<file path="src/sv/dlmv_pkg.sv">
// shared constants, codes and types of the dense layer matrix-vector unit
// no dependencies; imported by every module of the block
package dlmv_pkg;

   // sizes of the stores
   localparam int MAX_INPUTS  = 256;
   localparam int MAX_OUTPUTS = 64;
   localparam int ROW_W       = $clog2(MAX_INPUTS);
   localparam int COL_W       = $clog2(MAX_OUTPUTS);
   localparam int WADDR_W     = ROW_W + COL_W;
   localparam int DATA_W      = 16;
   localparam int FRAC_W      = 8;
   localparam int PROD_W      = 2 * DATA_W;
   localparam int ACC_W       = PROD_W + ROW_W + 1;
   localparam int ILEN_W      = 9;
   localparam int OLEN_W      = 7;
   localparam int CSR_W       = 9;

   // item kinds on the request side
   localparam logic [1:0] KIND_WEIGHT = 2'd0;
   localparam logic [1:0] KIND_BIAS   = 2'd1;
   localparam logic [1:0] KIND_INPUT  = 2'd2;

   // register indexes
   localparam logic CSR_INPUT_LENGTH  = 1'b0;
   localparam logic CSR_OUTPUT_LENGTH = 1'b1;

   // memory write request
   typedef struct packed {
      logic              we_weight;
      logic              we_bias;
      logic              we_input;
      logic [ROW_W-1:0]  row;
      logic [COL_W-1:0]  col;
      logic [DATA_W-1:0] value;
   } mem_wr_type;

   // memory read request for one multiply-accumulate step
   typedef struct packed {
      logic             en;
      logic             bias_en;
      logic             first;
      logic             last;
      logic [ROW_W-1:0] row;
      logic [COL_W-1:0] col;
   } mem_rd_type;

   // step control that travels beside the operands
   typedef struct packed {
      logic valid;
      logic first;
      logic last;
   } mac_ctl_type;

   // finished column result
   typedef struct packed {
      logic                     valid;
      logic                     sat;
      logic signed [DATA_W-1:0] value;
   } mac_res_type;

endpackage

</file>
<file path="src/sv/dlmv_mac.sv">
// multiply-accumulate unit with bias add, rounding and saturation to Q8.8
// depends on dlmv_pkg
module dlmv_mac import dlmv_pkg::*; (
   input  logic                     clock,
   input  logic                     reset,
   input  logic signed [DATA_W-1:0] weight_q,
   input  logic signed [DATA_W-1:0] input_q,
   input  logic signed [DATA_W-1:0] bias_q,
   input  mac_ctl_type              ctl_q,
   output mac_res_type              res
);

   localparam int TOT_W = ACC_W + 1;
   localparam int Q_W   = TOT_W - FRAC_W;
   localparam logic signed [Q_W-1:0] Q_MAX = Q_W'(32767);
   localparam logic signed [Q_W-1:0] Q_MIN = -Q_MAX - Q_W'(1);

   logic signed [PROD_W-1:0] prod_ff;
   mac_ctl_type              pctl_ff;
   logic signed [ACC_W-1:0]  acc_ff;
   logic signed [ACC_W-1:0]  acc_in;
   logic                     fin_ff;
   logic signed [TOT_W-1:0]  tot;
   logic signed [Q_W-1:0]    q;
   logic                     res_valid_ff;
   logic                     res_sat_ff;
   logic signed [DATA_W-1:0] res_value_ff;

   // product stage
   always_ff @(posedge clock) begin
      prod_ff <= weight_q * input_q;
   end

   always_ff @(posedge clock) begin
      if (reset) begin
         pctl_ff <= '0;
      end else begin
         pctl_ff <= ctl_q;
      end
   end

   // accumulate, restarting on the first row of a column
   always_comb begin
      if (pctl_ff.first) begin
         acc_in = ACC_W'(prod_ff);
      end else begin
         acc_in = acc_ff + ACC_W'(prod_ff);
      end
   end

   always_ff @(posedge clock) begin
      if (pctl_ff.valid) begin
         acc_ff <= acc_in;
      end
   end

   always_ff @(posedge clock) begin
      if (reset) begin
         fin_ff <= 1'b0;
      end else begin
         fin_ff <= pctl_ff.valid & pctl_ff.last;
      end
   end

   // bias in Q16.16, round half up, drop the low 8 fraction bits
   assign tot = TOT_W'(acc_ff)
              + {{(TOT_W-DATA_W-FRAC_W){bias_q[DATA_W-1]}}, bias_q, {FRAC_W{1'b0}}}
              + TOT_W'(1 << (FRAC_W - 1));
   assign q   = tot[TOT_W-1:FRAC_W];

   // saturate into the result register
   always_ff @(posedge clock) begin
      if (fin_ff) begin
         if (q > Q_MAX) begin
            res_value_ff <= Q_MAX[DATA_W-1:0];
            res_sat_ff   <= 1'b1;
         end else if (q < Q_MIN) begin
            res_value_ff <= Q_MIN[DATA_W-1:0];
            res_sat_ff   <= 1'b1;
         end else begin
            res_value_ff <= q[DATA_W-1:0];
            res_sat_ff   <= 1'b0;
         end
      end
   end

   always_ff @(posedge clock) begin
      if (reset) begin
         res_valid_ff <= 1'b0;
      end else begin
         res_valid_ff <= fin_ff;
      end
   end

   assign res.valid = res_valid_ff;
   assign res.sat   = res_sat_ff;
   assign res.value = res_value_ff;

endmodule

</file>
<file path="config.mk">
export PLATFORM = sky130hd
export DESIGN_NAME = dlmv_mac
export DESIGN_NICKNAME = d
export VERILOG_FILES = /design/src/sv/dlmv_pkg.sv /design/src/sv/dlmv_mac.sv
export SDC_FILE = /design/constraint.sdc
export NUM_CORES = 1
export LEC_CHECK = 0
export BUFFER_PORTS_ARGS = -buffer_cell sky130_fd_sc_hd__buf_2
export CELL_PAD_IN_SITES_DETAIL_PLACEMENT = 1
export CELL_PAD_IN_SITES_GLOBAL_PLACEMENT = 1
export CORE_MARGIN = 5
export CORE_UTILIZATION = 55
export CTS_BUF_LIST = sky130_fd_sc_hd__clkbuf_8
export CTS_CLUSTER_SIZE = 28
export DETAILED_ROUTE_END_ITERATION = 8
export HOLD_SLACK_MARGIN = 0.05
export MAX_ROUTING_LAYER = met4
export PLACE_DENSITY = 0.89
export SLEW_MARGIN = 25
export SYNTH_ARGS = -nofsm -noshare
export SYNTH_HDL_FRONTEND = slang
export SYNTH_SLANG_ARGS = --single-unit
</file>
<file path="constraint.sdc">
create_clock -name clock -period 18.1 [get_ports clock]
set_clock_uncertainty 0.1 [all_clocks]
set_input_delay 2.715 -clock clock [delete_from_list [all_inputs] [get_ports clock]]
set_output_delay 2.715 -clock clock [all_outputs]
set_load 0.02 [all_outputs]
</file>
### After elaboration in Yosys (flattened, before gate mapping)

Cells that the tools add are included.

* register bits after elaboration: 95
* bits in latches: 0
* RAM bits: 0
* memory bits (read-only): 0
* input bits: 53
* output and inout port bits: 18
* word-level logic and storage cells: 19
* memories: 0

* $add $sub $neg: 3
* multipliers: 1
* divide/modulo/power cells: 0
* magnitude comparators: 2
* equal/unequal tests: 0
* shifts and indexed selects: 0
* multiplexer cells: 3
* bitwise gates (word level): 1
* reduce and logical (&&, ||, !) cells: 0

Operators by type and width (count)
* $add 41x24->42: 1
* $add 42x8->42 const B: 1
* $add 41x32->41: 1
* $mux 41: 1
* $gt 34x16->1 const B: 1
* $lt 34x16->1 const B: 1
* $mul 16x16->32: 1
* $mux 16: 1
* $and 1x1->1: 1
* $mux 1: 1

### Longest topological paths before layout

* depth after elaboration: 4
* depth in mapped cells: 25
* gate-level depth less buffers: 24

### Worst setup path before layout

No wires, ideal clock.

* path type: input to register
* start: input input_q[15]
* end: register prod_ff[31]
* setup time: 0.079 ns
* data arrival time: 8.542 ns
* data required time: 17.921 ns
* slack: 9.379 ns
* stages: 21
* path buffers: 1
* path through: inv_1 clkbuf_1 nor2_1 fa_1 fa_1 fa_1 fa_1 fa_1 inv_1 fa_1 inv_1 ha_1 and3_1 a31oi_1 o311ai_0 o21ba_2 o21ai_1 o41ai_1 o211ai_1 a2111o_1 o211ai_1

* word-level cells in the longest chain between the ends: 1

Ends and longest elaborated chain
* start, declared: line dlmv_mac.sv:7 `input logic signed [DATA_W-1:0] input_q,`
* $mul 16x16->32: line dlmv_mac.sv:31 `prod_ff <= weight_q * input_q;`
* end signal, assigned: line dlmv_mac.sv:31
* end, declared: line dlmv_mac.sv:18 `logic signed [PROD_W-1:0] prod_ff;`

Every way passes these cells.
A chain may end at the register's enable or synchronous reset.

### Final worst setup path

* start: input weight_q[5]
* end: register prod_ff[31]

* word-level cells in the longest chain between the ends: 1

Ends and longest elaborated chain
* start, declared: line dlmv_mac.sv:6 `input logic signed [DATA_W-1:0] weight_q,`
* $mul 16x16->32: line dlmv_mac.sv:31

Every way passes these cells.

==> reports/results.ini <==
[run_status]
outcome = finished clean

[global_routing]
grt-ovfl-total = 0
grt_util_all_layers_pct = 28.5
use_met2_pct = 49.9
grt_max_degree = 62
use_met3_pct = 3.44
antenna_found_initial = 0
use_met1_pct = 34.5
grt_pass1_vias = 15800
busiest_layer = met2
grt_pass1_wl_mm = 79.5

[sta]
setup_viol = 0
maxSlewHeadroom_pct = 30.4
finalSetupTns_ns = 0
fmax_mhz = 109
rsz0062_at_grt = no
tightest_slew_ns = 1.04
finalCritPeriodShare_pct = 50.5
drv_slew = 0
hold_viol_final = 0
finalCriticalPeriod_ns = 9.15

[clock_tree]
numCtsBuffers = 9
h-tree-depth = 3
clkSlewWorstSetupHoldPaths_ns = 0.10
clkLatencyLatePin_ns = 0.40
cts_buffer_depth = 2
post_cts_buffers = 0
cts_root_buffer = clkbuf_8
postCtsHoldBufs = 0
cts_tree = yes
cts_resized = 0
clock-sinks = 95

[layout]
multi_input_area_sq_mm = 0.0134
diodes = 0
fin_nets = 2434
area_growth_syn_to_layout_pct = 4.87
drive_gt1_share_pct = 6.10
num-fill-cells = 3740
seqCellArea_sq_mm = 0.00249

[logic_synthesis]
syn-cell-area_sq_mm = 0.0174
synth.most_common_cell = inv_1
synth_compound_area_share_pct = 14.0
synth.area.mux_share_pct = 0.245
synth_top_area_cell = fa_1
yosys-top-cells-count = inv_1, fa_1, nand2_1
ys.flop_type = edfxtp_1
syn_nets = 2408
synth-simple-area-share_pct = 16.9
synth_area_leaders = fa_1, ha_1, edfxtp_1, inv_1, nand2_1
avgSynthCellArea_sq_um = 8.97
synth_xor_area_share_pct = 4.23
synth_top_area_share_pct = 30.4
synthCells = 1936
async_reset_ff_share_pct = 0
synth_seq_area_share_pct = 14.3
synth-adder-area-share_pct = 41.6
synth_edf_count = 58
yosysWarnings = 0
ys_ff_latch = 95
synth_top_family_by_area = adder cells
synth.distinct_cells = 85

[hold_path]
hp-class = register to register
min_from = pctl_ff[0]$_SDFF_PP0_

[route]
vias = 14000
ant_nets = 0
drt_iter0_drc = 789
wl_mm = 48.1
wl_per_cell_um = 20.3
via_per_inst = 5.91
drcViolationCount = 0
drt-pass1-iter-count = 7

[die]
die_x_um = 188
core_area_sq_mm = 0.0314
rows = 65
start_util_pct = 55.3
die_area_sq_mm = 0.0352
pin_count = 71
die_h_um = 188

[job]
cap_violations = 0

[setup_path]
start_kind = primary input
worst-path-max-fanout = 16
arrival_ns = 9.35
crit_type = primary input to register
startpoint = weight_q[5]
r2r_start = acc_ff[16]$_DFFE_PP_
rrSetupSlack_ns = 13.70
cp.required_ns = 18.30
endpoint_kind = register

[placement]
dp_hpwl_mm = 40.4
gp_congestion = 0.925
io_buffer_count = 70

## cells by family (layout without fill, tap and decap cells)
kind of cell    Yosys count  in the layout
compound gates          354            354
xor+xnor                 83             83
fa+ha+maj               419            419
buf+inv                 397            428
flops                    95             95
mux                       4              4
simple gates            584            584
## worst max-delay path, stage by stage
cell	delay, ns
buf_2	0.21
and2_1	0.23
fa_1	0.54
inv_1	0.06
fa_1	0.57
fa_1	0.49
fa_1	0.54
inv_1	0.07
fa_1	0.54
inv_1	0.07
fa_1	0.54
inv_1	0.05
ha_1	0.37
a21o_1	0.19
a21oi_1	0.31
o311ai_0	0.16
o21ba_2	0.30
o21ai_1	0.13
o41ai_1	0.51
o211ai_1	0.24
a2111o_1	0.41
o211ai_1	0.11
## state kept, by name, indices dropped and copies added (netlist names)
| name | cells |
|---|---|
| fin_ff | 1 |
| res_value_ff | 16 |
| res_sat_ff | 1 |
| acc_ff | 41 |
| prod_ff | 32 |
| res_valid_ff | 1 |
| pctl_ff | 3 |
## layout make-up
class | instances | share of cell area, %
well taps | 402 | 2.76
flip-flops and latches | 95 | 13.7
clock inverters | 6 | 0.371
multi-input cells | 1444 | 73.5
inverters | 340 | 7.00
clock buffers | 10 | 0.755
repair buffers | 72 | 2.01
## layer usage
metal	wire, um	up-vias
li1	-	6406
met1	19600	7057
met2	24700	423
met3	2180	123
met4	1610	0
met5	0	-
## final timing paths
| check | to | cells after the start |
|---|---|---|
| min reg2reg | fin_ff$_SDFF_PP0_ | 2 |
| max reg2reg | res_value_ff[0]$_SDFFCE_PN1P_ | 12 |
| min | fin_ff$_SDFF_PP0_ | 2 |
| max | prod_ff[31]$_DFF_P_ | 22 |
## cell usage in the layout (no fill, tap or decap), types with 16 or more instances in the layout
| cell | netlist | layout |
|---|---|---|
| o211ai_1 | 21 | 21 |
| ha_1 | 155 | 155 |
| nand2_1 | 218 | 218 |
| xnor2_1 | 53 | 53 |
| xor2_1 | 29 | 29 |
| nor3_1 | 18 | 18 |
| fa_1 | 264 | 264 |
| buf_2 | 3 | 70 |
| dfxtp_1 | 37 | 35 |
| and3_1 | 17 | 17 |
| a211oi_1 | 19 | 19 |
| a21o_1 | 54 | 54 |
| a21oi_1 | 76 | 76 |
| nand3_1 | 25 | 25 |
| inv_1 | 340 | 341 |
| nor2_1 | 67 | 67 |
| and2_1 | 130 | 130 |
| nand4_1 | 29 | 29 |
| nand2b_1 | 24 | 24 |
| o21ai_0 | 71 | 71 |
| nor2b_1 | 16 | 16 |
| edfxtp_1 | 58 | 58 |
## stage by stage
stage	util [%]	hold slack, ns	cells	cell area, sq um	setup slack (ns)
6_report	58.0	0.332	2369	18200	8.95
5_1_grt	58.0	0.356	2369	18200	8.69
4_1_cts	58.0	0.336	2369	18200	8.99
3_5_place_dp	57.4	0.318	2353	18000	8.58
3_3_place_gp	57.4	0.314	2353	18000	8.90
2_1_floorplan	-	0.295	1936	17400	9.38
Power is not shown: default switching activity piles up to over one toggle a cycle in this logic, so the estimate is an artifact.
